<file path="config.mk">
export PLATFORM = sky130hd
export DESIGN_NAME = text_console_char_writer_top
export DESIGN_NICKNAME = d
export VERILOG_FILES = /design/src/tcw_pkg.sv /design/src/tcw_front.sv /design/src/tcw_fifo.sv /design/src/tcw_back.sv /design/src/text_console_char_writer_top.sv
export SDC_FILE = /design/constraint.sdc
export NUM_CORES = 1
export LEC_CHECK = 0
export ABC_AREA = 1
export BUFFER_PORTS_ARGS = -buffer_cell sky130_fd_sc_hd__buf_2
export CAP_MARGIN = 30
export CORE_MARGIN = 3
export CORE_UTILIZATION = 50
export DETAILED_ROUTE_END_ITERATION = 12
export GPL_TIMING_DRIVEN = 0
export PLACE_DENSITY = 0.74
export SLEW_MARGIN = 20
export SYNTH_ARGS = -nofsm -noshare
export SYNTH_HDL_FRONTEND = slang
export SYNTH_SLANG_ARGS = --single-unit
</file>
<file path="constraint.sdc">
create_clock -name clk -period 3.95 [get_ports clk]
set_input_delay 0.9875 -clock clk [delete_from_list [all_inputs] [get_ports clk]]
set_output_delay 0.9875 -clock clk [all_outputs]
set_load 0.03 [all_outputs]
</file>
<file path="src/tcw_pkg.sv">
// Shared types and constants for the text console character writer.
// No dependencies; imported by every module under src.
package tcw_pkg;

  localparam int CELL_W = 11;
  localparam int DATA_W = 16;
  localparam int QDEPTH = 2;
  localparam int TAB_SPACES = 4;

  localparam logic [7:0] CH_NUL   = 8'h00;
  localparam logic [7:0] CH_BS    = 8'h08;
  localparam logic [7:0] CH_TAB   = 8'h09;
  localparam logic [7:0] CH_LF    = 8'h0A;
  localparam logic [7:0] CH_SPACE = 8'h20;

  localparam logic [3:0] FG_RESET = 4'd7;
  localparam logic [3:0] BG_RESET = 4'd0;

  // register indexes on the configuration port
  localparam logic REG_FG = 1'b0;
  localparam logic REG_BG = 1'b1;

  typedef enum logic [1:0] {
    OP_PRINT,
    OP_BS,
    OP_LF,
    OP_TAB
  } op_t;

  typedef struct packed {
    op_t        op;
    logic [7:0] ch;
  } q_entry_t;

endpackage

</file>
<file path="src/tcw_front.sv">
// Front end: takes character requests, drops NUL, decodes the control codes.
// Depends on tcw_pkg; feeds tcw_fifo.
module tcw_front
  import tcw_pkg::*;
(
  input  logic       clk,
  input  logic       rst_n,
  input  logic       in_valid,
  output logic       in_ready,
  input  logic [7:0] in_char_code,
  output q_entry_t   q_wdata,
  output logic       q_push,
  input  logic       q_full
);

  op_t op;

  always_comb begin
    case (in_char_code)
      CH_BS:   op = OP_BS;
      CH_LF:   op = OP_LF;
      CH_TAB:  op = OP_TAB;
      default: op = OP_PRINT;
    endcase
  end

  assign in_ready   = ~q_full;
  assign q_wdata.op = op;
  assign q_wdata.ch = in_char_code;
  // NUL is consumed here and never reaches the back end
  assign q_push     = in_valid & ~q_full & (in_char_code != CH_NUL);

`ifndef SYNTHESIS
  a_no_nul_push: assert property (@(posedge clk) disable iff (!rst_n)
    q_push |-> (q_wdata.ch != CH_NUL))
    else $error("NUL pushed to queue");
`endif

endmodule

</file>
<file path="src/tcw_fifo.sv">
// Two-entry request queue between the front and back ends.
// Depends on tcw_pkg.
module tcw_fifo
  import tcw_pkg::*;
(
  input  logic     clk,
  input  logic     rst_n,
  input  logic     push,
  output logic     full,
  input  q_entry_t wdata,
  output logic     rvalid,
  output q_entry_t rdata,
  input  logic     pop
);

  localparam int PW = $clog2(QDEPTH);

  q_entry_t          mem_r [QDEPTH];
  logic [PW-1:0]     wr_ptr_r, wr_ptr_nxt;
  logic [PW-1:0]     rd_ptr_r, rd_ptr_nxt;
  logic [PW:0]       cnt_r, cnt_nxt;

  assign full   = (cnt_r == (PW+1)'(QDEPTH));
  assign rvalid = (cnt_r != '0);
  assign rdata  = mem_r[rd_ptr_r];

  always_comb begin
    wr_ptr_nxt = wr_ptr_r;
    rd_ptr_nxt = rd_ptr_r;
    cnt_nxt    = cnt_r;
    if (push) begin
      wr_ptr_nxt = (wr_ptr_r == PW'(QDEPTH-1)) ? '0 : wr_ptr_r + 1'b1;
    end
    if (pop) begin
      rd_ptr_nxt = (rd_ptr_r == PW'(QDEPTH-1)) ? '0 : rd_ptr_r + 1'b1;
    end
    if (push && !pop) begin
      cnt_nxt = cnt_r + 1'b1;
    end else if (pop && !push) begin
      cnt_nxt = cnt_r - 1'b1;
    end
  end

  always_ff @(posedge clk) begin
    if (!rst_n) begin
      wr_ptr_r <= '0;
      rd_ptr_r <= '0;
      cnt_r    <= '0;
    end else begin
      wr_ptr_r <= wr_ptr_nxt;
      rd_ptr_r <= rd_ptr_nxt;
      cnt_r    <= cnt_nxt;
    end
  end

  always_ff @(posedge clk) begin
    if (push) begin
      mem_r[wr_ptr_r] <= wdata;
    end
  end

endmodule

</file>
<file path="src/tcw_back.sv">
// Back end: cursor state, cell address/data generation and result register.
// Depends on tcw_pkg; drains tcw_fifo.
module tcw_back
  import tcw_pkg::*;
#(
  parameter int COLUMNS = 80,
  parameter int ROWS    = 25
) (
  input  logic              clk,
  input  logic              rst_n,
  input  logic [3:0]        fg_attr,
  input  logic [3:0]        bg_attr,
  input  logic              q_valid,
  input  q_entry_t          q_rdata,
  output logic              q_pop,
  output logic              out_valid,
  input  logic              out_ready,
  output logic              out_cell_write,
  output logic [CELL_W-1:0] out_cell_address,
  output logic [DATA_W-1:0] out_cell_data,
  output logic [CELL_W-1:0] out_cursor_pos,
  output logic              out_last
);

  // reset row is 2, so the row counter must hold at least 0..2
  localparam int RMAX = (ROWS > 3) ? ROWS : 3;
  localparam int RW   = $clog2(RMAX);
  localparam int CW   = $clog2(COLUMNS);
  localparam int IW   = $clog2(RMAX * COLUMNS);
  localparam int TW   = $clog2(TAB_SPACES);

  logic [RW-1:0] row_r, row_nxt;
  logic [CW-1:0] col_r, col_nxt;
  logic [IW-1:0] base_r, base_nxt;   // row_r * COLUMNS, kept incrementally
  logic [TW-1:0] tab_cnt_r, tab_cnt_nxt;

  logic              out_valid_r;
  logic              wr_r;
  logic [CELL_W-1:0] addr_r;
  logic [DATA_W-1:0] data_r;
  logic [CELL_W-1:0] cur_r;
  logic              last_r;

  logic              emit;
  logic              tab_end;
  logic [IW-1:0]     idx, idx_after;
  logic              e_wr;
  logic [IW-1:0]     e_addr;
  logic [7:0]        e_ch;
  logic              e_last;
  logic [IW+CELL_W-1:0] addr_ext, cur_ext;
  logic [7:0]        attr;
  logic [RW-1:0]     adv_row;
  logic [IW-1:0]     adv_base;

  assign emit    = q_valid & (~out_valid_r | out_ready);
  assign tab_end = (tab_cnt_r == TW'(TAB_SPACES-1));
  assign q_pop   = emit & ((q_rdata.op != OP_TAB) | tab_end);
  assign idx     = base_r + IW'(col_r);
  assign attr    = {bg_attr, fg_attr};

  // next row with wrap at the bottom
  always_comb begin
    if (row_r >= RW'(ROWS-1)) begin
      adv_row  = '0;
      adv_base = '0;
    end else begin
      adv_row  = row_r + 1'b1;
      adv_base = base_r + IW'(COLUMNS);
    end
  end

  always_comb begin
    row_nxt     = row_r;
    col_nxt     = col_r;
    base_nxt    = base_r;
    tab_cnt_nxt = tab_cnt_r;
    e_wr        = 1'b1;
    e_addr      = idx;
    e_ch        = q_rdata.ch;
    e_last      = 1'b1;
    case (q_rdata.op)
      OP_BS: begin
        e_ch = CH_SPACE;
        if (col_r == '0) begin
          e_wr   = 1'b0;
          e_addr = '0;
        end else begin
          col_nxt = col_r - 1'b1;
          e_addr  = idx - 1'b1;
        end
      end
      OP_LF: begin
        e_wr     = 1'b0;
        e_addr   = '0;
        col_nxt  = '0;
        row_nxt  = adv_row;
        base_nxt = adv_base;
      end
      default: begin
        // printable, or one space of a tab
        if (q_rdata.op == OP_TAB) begin
          e_ch        = CH_SPACE;
          e_last      = tab_end;
          tab_cnt_nxt = tab_end ? '0 : tab_cnt_r + 1'b1;
        end
        if (col_r == CW'(COLUMNS-1)) begin
          col_nxt  = '0;
          row_nxt  = adv_row;
          base_nxt = adv_base;
        end else begin
          col_nxt = col_r + 1'b1;
        end
      end
    endcase
  end

  assign idx_after = base_nxt + IW'(col_nxt);
  assign addr_ext  = {{CELL_W{1'b0}}, e_addr};
  assign cur_ext   = {{CELL_W{1'b0}}, idx_after};

  always_ff @(posedge clk) begin
    if (!rst_n) begin
      row_r       <= RW'(2);
      col_r       <= '0;
      base_r      <= IW'(2 * COLUMNS);
      tab_cnt_r   <= '0;
      out_valid_r <= 1'b0;
    end else begin
      if (emit) begin
        row_r     <= row_nxt;
        col_r     <= col_nxt;
        base_r    <= base_nxt;
        tab_cnt_r <= tab_cnt_nxt;
      end
      if (emit) begin
        out_valid_r <= 1'b1;
      end else if (out_ready) begin
        out_valid_r <= 1'b0;
      end
    end
  end

  always_ff @(posedge clk) begin
    if (emit) begin
      wr_r   <= e_wr;
      addr_r <= addr_ext[CELL_W-1:0];
      data_r <= e_wr ? {attr, e_ch} : '0;
      cur_r  <= cur_ext[CELL_W-1:0];
      last_r <= e_last;
    end
  end

  assign out_valid        = out_valid_r;
  assign out_cell_write   = wr_r;
  assign out_cell_address = addr_r;
  assign out_cell_data    = data_r;
  assign out_cursor_pos   = cur_r;
  assign out_last         = last_r;

`ifndef SYNTHESIS
  a_tab_cnt_only_in_tab: assert property (@(posedge clk) disable iff (!rst_n)
    (tab_cnt_r != '0) |-> (q_valid && q_rdata.op == OP_TAB))
    else $error("tab counter running without a tab at queue head");
  a_col_range: assert property (@(posedge clk) disable iff (!rst_n)
    col_r < CW'(COLUMNS-1) || col_r == CW'(COLUMNS-1))
    else $error("column out of range");
  a_base_tracks_row: assert property (@(posedge clk) disable iff (!rst_n)
    base_r == IW'(row_r * COLUMNS))
    else $error("row base out of step with row");
  a_tab_pop_last: assert property (@(posedge clk) disable iff (!rst_n)
    (emit && q_rdata.op == OP_TAB && !tab_end) |-> !q_pop)
    else $error("tab popped before its fourth space");
`endif

endmodule

</file>
<file path="src/text_console_char_writer_top.sv">
// Top level of the text console character writer: config registers,
// front end, request queue, back end. Depends on tcw_pkg and all src modules.
//
//  channel | signals                                   | direction
//  --------+-------------------------------------------+----------
//  input   | in_valid, in_ready, in_char_code          | request in
//  result  | out_valid, out_ready, out_cell_* , ...    | request out
//  config  | psel, penable, pwrite, paddr, pwdata, ... | APB slave
//
// One result per cycle while requests wait and out_ready is high: printable,
// backspace, line feed one each, a tab one per space, paced by the result reg.
// NUL is swallowed by the front end and produces nothing.
// rst_n is synchronous; cursor resets to row 2, column 0, colors fg 7, bg 0.
// in_ready drops only when the 2-entry queue is full; out_ready stalls
// only the back end, so input keeps flowing until the queue fills.
module text_console_char_writer_top
  import tcw_pkg::*;
#(
  parameter int COLUMNS = 80,
  parameter int ROWS    = 25
) (
  input  logic              clk,
  input  logic              rst_n,
  // input requests
  input  logic              in_valid,
  output logic              in_ready,
  input  logic [7:0]        in_char_code,
  // result requests
  output logic              out_valid,
  input  logic              out_ready,
  output logic              out_cell_write,
  output logic [CELL_W-1:0] out_cell_address,
  output logic [DATA_W-1:0] out_cell_data,
  output logic [CELL_W-1:0] out_cursor_pos,
  output logic              out_last,
  // configuration
  input  logic              psel,
  input  logic              penable,
  input  logic              pwrite,
  input  logic [2:0]        paddr,
  input  logic [31:0]       pwdata,
  output logic [31:0]       prdata,
  output logic              pready
);

  logic [3:0] fg_r;
  logic [3:0] bg_r;
  logic       cfg_wr;

  q_entry_t q_wdata;
  q_entry_t q_rdata;
  logic     q_push;
  logic     q_full;
  logic     q_valid;
  logic     q_pop;

  // register select is address bit 2: 0x0 fg, 0x4 bg
  assign pready = 1'b1;
  assign cfg_wr = psel & penable & pwrite;

  always_ff @(posedge clk) begin
    if (!rst_n) begin
      fg_r <= FG_RESET;
      bg_r <= BG_RESET;
    end else if (cfg_wr) begin
      if (paddr[2] == REG_FG) begin
        fg_r <= pwdata[3:0];
      end else begin
        bg_r <= pwdata[3:0];
      end
    end
  end

  assign prdata = (paddr[2] == REG_FG) ? {28'd0, fg_r} : {28'd0, bg_r};

  tcw_front u_front (
    .clk          (clk),
    .rst_n        (rst_n),
    .in_valid     (in_valid),
    .in_ready     (in_ready),
    .in_char_code (in_char_code),
    .q_wdata      (q_wdata),
    .q_push       (q_push),
    .q_full       (q_full)
  );

  tcw_fifo u_fifo (
    .clk    (clk),
    .rst_n  (rst_n),
    .push   (q_push),
    .full   (q_full),
    .wdata  (q_wdata),
    .rvalid (q_valid),
    .rdata  (q_rdata),
    .pop    (q_pop)
  );

  tcw_back #(
    .COLUMNS (COLUMNS),
    .ROWS    (ROWS)
  ) u_back (
    .clk              (clk),
    .rst_n            (rst_n),
    .fg_attr          (fg_r),
    .bg_attr          (bg_r),
    .q_valid          (q_valid),
    .q_rdata          (q_rdata),
    .q_pop            (q_pop),
    .out_valid        (out_valid),
    .out_ready        (out_ready),
    .out_cell_write   (out_cell_write),
    .out_cell_address (out_cell_address),
    .out_cell_data    (out_cell_data),
    .out_cursor_pos   (out_cursor_pos),
    .out_last         (out_last)
  );

endmodule

</file>
==> metrics.md, run 1 <==
| Metric | Value |
|---|---|
| Status | finished, final reports clean |
| Slew @ Worst Pin | 0.805 ns |
| NumNets Final | 870 |
| Root Buffer | clkbuf_16 |
| EDFF count, synth | 60 |
| Cell mode on critical path | nand2_1 |
| CORE AREA | 11,100 um2 |
| Synth warn | 0 |
| Max Clk Rate | 283 MHz |
| Most frequent cell after synthesis | nand2_1 |
| Tmin final | 3.53 ns |
| Slowest cell delay on critical path | 0.42 ns |
| Layout cells sized above 1 | 20.1% |
| Switching Share | 47.7% |
| Top-area cell type share of the netlist area | a little under a third |
| Die span in y | approximately 110 um |
| Initial DRC count | 296 |
| # DRC | 0 |
| Drt total wl | 12,200 um |
| Cell variety after synth | 54 |
| Avg Inst Size Synth | 8.44 um2 |
| Net Switching | between 2 and 3 mW |
| Max-cap violation count | 0 |
| Setup crit end kind | register |
| TritonCTS clock tree | yes |
| DR WL/cell | around 13 um |
| Peak VDD IR | 0.000474 V |
| Die W | 114 um |
| Via count | about 4,700 |
| Gate power share | between 50% and 60% |
| Data arrival, critical path | 3.63 ns |
| CP required | 4.05 ns |
| Leak | 3.28 nW |
| IO Count | 125 |
| Startpoint Class | register |
| GPL Wtd Cong | approximately 0.90 |
| Busiest layer in global routing | met2 |
| Flop pwr share | 30.2% |
| Worst hold slack | 0.486 ns |
| Worst-Skew Late Latency | 0.35 ns |
| Skew final | 0.0102 ns |
| Initial DRT Pass Iterations | 5 |
| Clock network power share | 14.3% |
| Slew Limit Fails | 0 |
| Critical-path cell list | nand2_1, o21ai_1, inv_1, ha_1, buf_4, nor2_2, nand2_1, o22ai_1, ha_1, inv_1, fa_1, inv_1, nand4_1, nand3_1, nand2_1, nand2_1, nand3_2, nor2_2, nand2_1, nand2_1, nand2_1 |
| PD cells | approximately 860 nW/um2 |
| CP Class | reg -> reg |
| DP HPWL | 9290 um |
| Slew margin rel. | 46.0% |
| Cell family with most CP delay | simple AND/OR/NAND/NOR gates |
| Clock-pin slew on the worst setup and hold paths | around 0.07 ns |
| Met1 GRT Util | 24.8% |
| FF-to-FF setup slack | 0.42 ns |
| Final setup fails | 0 |
| HP Class | reg -> reg |
| Setup TNS | 0 ns |
| GR Util met3 | 2.86% |
| Hold Crit Start | u_back.row_r[4] |
| DIE AREA | 13,000 um2 |
| Final Cycle Share | 89.3% |
| Largest net degree at the start of global routing | 27 |
| RSZ-0062 raised after global routing | no |
| Hold Path Cell Cnt | 2 |
| Commonest cells post-synth | nand2_1, inv_1, edfxtp_1, nor2_1, a21oi_1 |
| GR Util All Layers | about a fifth |
| Met2 GRT Util | 34.8% |
| Antenna viol nets, final | 0 |
| Vias/cell | 5.00 |
| TritonCTS Buffers | 9 |
| Clk buf depth | 2 |
| Top cells by area, synth | edfxtp_1, dfxtp_1, nand2_1, inv_1, ha_1 |
| H-tree levels | 3 |
| Fillers | 986 |
| Gate Count Post-Synth | 690 |
| Antenna Cells | 0 |
| Top FF cell, synth | edfxtp_1 |
| Post-Syn Area | 5820 um2 |
| Hold Path End | u_back.row_r[4] |
| Internal Power | 3.04 mW |
| Cell taking the most area after synthesis | edfxtp_1 |
| PortBufs | 64 |
| First-pass GRT wire length | between 20,000 and 25,000 um |
| Hold violation count in the final report | 0 |
| R2R depth | 21 |
| Buf+Inv Stages, Crit Path | 4 |
| Area grow syn2layout | 15.8% |
| Initial antenna violation count | 0 |
| Seq/Total Area, Yosys | between 40 and 50% |
| FP Rows | 38 |
| Vias in the first global route | 4,690 |
| Asr flop ratio synth | 0% |
| Worst path slowest cell | dfxtp_2 |
| Reg2reg end | u_back.out_cursor_pos[10] |
| GRT Residual Overflow | 0 |
| Flop and latch count out of synthesis | 99 |
| Initial Util | 52.3% |
| Clk sinks | 99 |
| Max FO, Critical Path | 10 |
==> cells in the final DEF (no fill, tap or decap), types with 6 or more instances in the layout <==
| master | Yosys | layout |
|---|---|---|
| nor3_1 | 7 | 6 |
| inv_1 | 114 | 114 |
| nor2_2 | 7 | 7 |
| buf_4 | 31 | 31 |
| edfxtp_1 | 60 | 60 |
| o21ai_0 | 40 | 39 |
| nor2_1 | 53 | 52 |
| o211ai_1 | 9 | 9 |
| nand2_1 | 118 | 117 |
| nand4_1 | 6 | 6 |
| nand3_1 | 39 | 39 |
| dfxtp_1 | 39 | 38 |
| nor2_4 | 5 | 6 |
| inv_2 | 6 | 6 |
| conb_1 | 2 | 29 |
| clkbuf_16 | 0 | 9 |
| ha_1 | 26 | 26 |
| buf_2 | 3 | 67 |
| xor2_1 | 16 | 16 |
| o21ai_1 | 5 | 6 |
| clkbuf_1 | 8 | 6 |
| a21oi_1 | 42 | 42 |
==> stage by stage <==
step	cells	worst slack, ns	power (mW)	cell area, um2	utilization [%]
detailed placement	922	-0.169	4.97	6450	58.0
finish	937	0.422	5.81	6740	60.6
CTS	938	0.0505	5.82	6730	60.5
global route	937	0.0269	6.30	6740	60.6
global placement	921	-0.167	4.85	6420	57.7
floorplan	717	0.563	4.19	5920	-
==> power by group through the flow <==
stage | combinational, mW | sequential, mW | clock, mW
4_1_cts | 3.23 | 1.75 | 0.848
3_3_place_gp | 3.09 | 1.77 | 0
5_1_grt | 3.60 | 1.80 | 0.896
6_report | 3.22 | 1.76 | 0.833
3_5_place_dp | 3.20 | 1.77 | 0
2_1_floorplan | 2.00 | 2.20 | 0
==> worst max-delay path by stage <==
stage | depth (start not counted) | endpoint
floorplan | 22 | u_back.out_cursor_pos[10]
global placement | 22 | u_back.out_cursor_pos[10]
detailed placement | 22 | u_back.out_cursor_pos[10]
CTS | 21 | u_back.out_cursor_pos[10]
global route | 23 | u_back.out_cursor_pos[10]
finish | 21 | u_back.out_cursor_pos[10]
==> cells by family (layout without fill, tap and decap cells) <==
group,Yosys count,in the layout,synth area share (%)
AO/OA/AOI/OAI,117,117,11.6
buffers and inverters,165,245,12.9
adder cells (fa/ha/maj),28,28,6.28
multiplexers,2,2,0.344
AND/OR/NAND/NOR,256,256,21.3
XOR/XNOR,21,21,3.16
other,2,29,0.129
flip-flops,99,99,44.4
==> state kept, by name (all words and copies together), names as in the netlist, named ones only <==
signal	cells
u_back.out_last	1
u_back.col_r	7
u_back.out_cursor_pos	11
fg_r	4
u_back.out_cell_data	16
u_fifo.cnt_r	2
u_fifo.wr_ptr_r	1
u_back.out_valid	1
u_back.base_r	11
bg_r	4
u_fifo.mem_r	20
u_back.out_cell_write	1
u_back.tab_cnt_r	2
u_back.out_cell_address	11
u_fifo.rd_ptr_r	1
u_back.row_r	5
==> layer usage <==
metal,vias up,wire length [um]
li1,2399,-
met1,2126,5140
met2,131,6110
met3,25,597
met4,0,336
met5,-,0
==> worst register-to-register path, delay by kind of cell, from the launching register on <==
| kind | cells | cell delay [ns] |
|---|---|---|
| DFF | 1 | 0.42 |
| and+or+nand+nor | 12 | 1.18 |
| buffers and inverters | 4 | 0.42 |
| adders and majority gates | 3 | 0.88 |
| AOI/OAI and AO/OA | 2 | 0.38 |
==> repair_timing <==
action,in CTS,in global routing
hold buffers,0,0
setup endpoints to repair,2,3
pin swaps,0,0
gates cloned,0,0
resized for setup,1,7
setup buffers,0,0
==> final cells by class <==
class,instances,area [um2],area share [%]
well taps,140,175,2.60
clock inverters,7,51.3,0.761
repair buffers,65,348,5.16
plain buffers,43,294,4.36
multi-input cells,453,2610,38.7
flip-flops and latches,99,2580,38.3
inverters,121,454,6.74
clock buffers,9,225,3.34
No activity file was read; power rests on OpenSTA's default activity.
==> inputs of run 2 (changes only) <==
- GPL_ROUTABILITY_DRIVEN: default -> 1
- GPL_TIMING_DRIVEN: 0 -> default
==> metrics.md, run 2 (synthesis results as in run 1) <==
| Metric | Value |
|---|---|
| PD cells | 899 nW/um2 (+4.2%) |
| Antenna viol nets, final | 0 (unchanged) |
| Leak | 3.13 nW (-4.4%) |
| Met1 GRT Util | 24.3% (-0.53 points) |
| Met2 GRT Util | 33.1% (-1.7 points) |
| DIE AREA | 13,000 um2 (unchanged) |
| Data arrival, critical path | 3.66 ns (+0.03 ns) |
| GR Util met3 | 3.61% (+0.74 points) |
| Die span in y | 114 um (unchanged) |
| Worst hold slack | 0.478 ns (-0.00803 ns) |
| Gate power share | 53.3% (-2.1 points) |
| # DRC | 0 (unchanged) |
| Cell Area, Placed | 6200 um2 (-3.9%) |
| Skew final | 0.00566 ns (-0.00449 ns) |
| Final Cycle Share | 90.0% (+0.65 points) |
| RSZ-0062 raised after global routing | no |
| FF-to-FF setup slack | 0.40 ns (-0.03 ns) |
| Most common cell after layout, fill and taps aside | nand2_1 |
| Area grow syn2layout | 12.1% |
| Vias in the first global route | 4,368 (-6.9%) |
| PnR Total Power | 5.87 mW (+0.94%) |
| Slew Limit Fails | 0 (unchanged) |
| Flop pwr share | 30.4% (+0.2 points) |
| Slowest cell delay on critical path | 0.46 ns (+0.04 ns) |
| Via count | 4,568 (-2.4%) |
| CP Class | reg -> reg |
| CP required | 4.06 ns (about the same) |
| Initial DRC count | 218 (-26%) |
| Clock network power share | 16.3% (+2.0 points) |
| Hold Path End | bg_r[2] |
| Drt total wl | 11,800 um (-3.3%) |
| Most flops, register | u_fifo.mem_r |
| Final setup fails | 0 (unchanged) |
| Layout cells sized above 1 | 17.3% (-2.8 points) |
| Max-cap violation count | 0 (unchanged) |
| Max FO, Critical Path | 8 (-2) |
| Status | finished, final reports clean |
| Root Buffer | clkbuf_16 |
| First-pass GRT wire length | 20,100 um (-5.1%) |
| TritonCTS clock tree | yes |
| Commonest non-fill, non-tap cells in the layout | nand2_1, inv_1, buf_2 |
| Reg2reg end | u_back.out_cursor_pos[10] |
| FP Rows | 38 (unchanged) |
| Cell family with most CP delay | simple AND/OR/NAND/NOR gates |
| Clk sinks | 99 (unchanged) |
| GPL Wtd Cong | 0.884 (-1.9%) |
| Setup TNS | 0 ns (unchanged) |
| Max Clk Rate | 281 MHz (-0.72%) |
| DR WL/cell | 13.0 um (+0.29%) |
| Slew margin rel. | 53.8% (+7.8 points) |
| NumNets Final | 836 (-3.9%) |
| Busiest layer in global routing | met2 |
| GR Util All Layers | 19.1% (-0.91 points) |
| Initial antenna violation count | 0 (unchanged) |
| GRT Residual Overflow | 0 (unchanged) |
| H-tree levels | 3 (unchanged) |
| Clock-pin slew on the worst setup and hold paths | 0.07 ns (about the same) |
| Fin area | 6530 um2 (-3.2%) |
| Clk buf depth | 2 (unchanged) |
| CORE AREA | 11,100 um2 (unchanged) |
| HP Class | reg -> reg |
| Hold violation count in the final report | 0 (unchanged) |
| DP HPWL | 8710 um (-6.3%) |
| Internal Power | 3.13 mW (+3.1%) |
| Critical-path cell list | o21ai_0, inv_1, ha_2, nor2_1, nor2_2, nor2_2, nor2_1, ha_1, inv_1, fa_1, inv_1, nand4_1, nand3_1, nand2_1, nand2_1, nand3_2, nor2_2, nand2_1, nand2_1, nand2_1 |
| Cell mode on critical path | nand2_1 |
| Net Switching | 2.73 mW (-1.5%) |
| Die W | 114 um (unchanged) |
| Switching Share | 46.6% (-1.1 points) |
| Setup crit end kind | register |
| PortBufs | 65 (+1.6%) |
| R2R depth | 20 (-4.8%) |
| Worst path slowest cell | ha_2 |
| TritonCTS Buffers | 9 (unchanged) |
| Largest register FFs | 20 (unchanged) |
| Worst-Skew Late Latency | 0.35 ns (about the same) |
| Antenna Cells | 0 (unchanged) |
| Hold Crit Start | bg_r[2] |
| Hold Path Cell Cnt | 2 (unchanged) |
| Vias/cell | 5.06 (+1.3%) |
| Buf+Inv Stages, Crit Path | 3 (-1) |
| Largest net degree at the start of global routing | 56 (+110%) |
| Slew @ Worst Pin | 0.692 ns (-0.113 ns) |
| Startpoint Class | register |
| Initial Util | 52.3% (unchanged) |
| Peak VDD IR | 0.000692 V (+46%) |
| Initial DRT Pass Iterations | 4 (-1) |
| IO Count | 125 (unchanged) |
| Tmin final | 3.55 ns (+0.0258 ns) |
==> run 2: power groups by stage <==
stage | combinational [mW] | clock (mW) | sequential, mW
floorplan | 2.00 | 0 | 2.20
global placement | 3.03 | 0 | 1.79
detailed placement | 3.11 | 0 | 1.80
CTS | 3.13 | 0.977 | 1.78
global route | 3.51 | 1.03 | 1.82
finish | 3.13 | 0.956 | 1.78
==> run 2: cell type report <==
| class | count | area, um2 |
|---|---|---|
| clock buffers | 9 | 225 |
| clock inverters | 7 | 98.8 |
| repair buffers | 74 | 393 |
| flip-flops and latches | 99 | 2580 |
| well taps | 140 | 175 |
| inverters | 121 | 454 |
| multi-input cells | 453 | 2600 |
| fillers | 1019 | 4600 |
==> run 2: metal layers <==
| layer | share of wire, % | vias to the layer above |
|---|---|---|
| met1 | 44 | 2094 |
| li1 | - | 2342 |
| met5 | 0 | - |
| met4 | 1.9 | 0 |
| met2 | 50 | 111 |
| met3 | 4.3 | 21 |
==> run 2: worst max-delay path by stage <==
stage,slack [ns],depth (start not counted),to,start
after CTS,0.24,19,u_back.out_cursor_pos[10],register
after global routing,0.05,20,u_back.out_cursor_pos[10],register
final,0.40,20,u_back.out_cursor_pos[10],register
after global placement,0.39,19,u_back.out_cursor_pos[10],register
after detailed placement,0.26,19,u_back.out_cursor_pos[10],register
after floorplan,0.56,22,u_back.out_cursor_pos[10],register
==> run 2: worst reg2reg max path, delay by kind of cell (launching register included) <==
kind,cells,cell delay (ns)
compound gates,1,0.25
buf+inv,3,0.29
simple gates,13,1.40
flops,1,0.36
fa+ha+maj,3,1.04
==> run 2: what timing repair did <==
item	4_1_cts	5_1_grt
gates resized for setup	0	2
hold buffers	0	0
setup endpoints to repair	0	1
setup buffers	0	0
==> run 2: through the flow <==
stage / utilization (%) / std cells / setup slack [ns]
final: 58.7 / 903 / 0.396
after global routing: 58.7 / 903 / 0.0519
after CTS: 58.6 / 903 / 0.244
after detailed placement: 55.7 / 887 / 0.263
after global placement: 55.7 / 887 / 0.394
after floorplan: - / 717 / 0.563
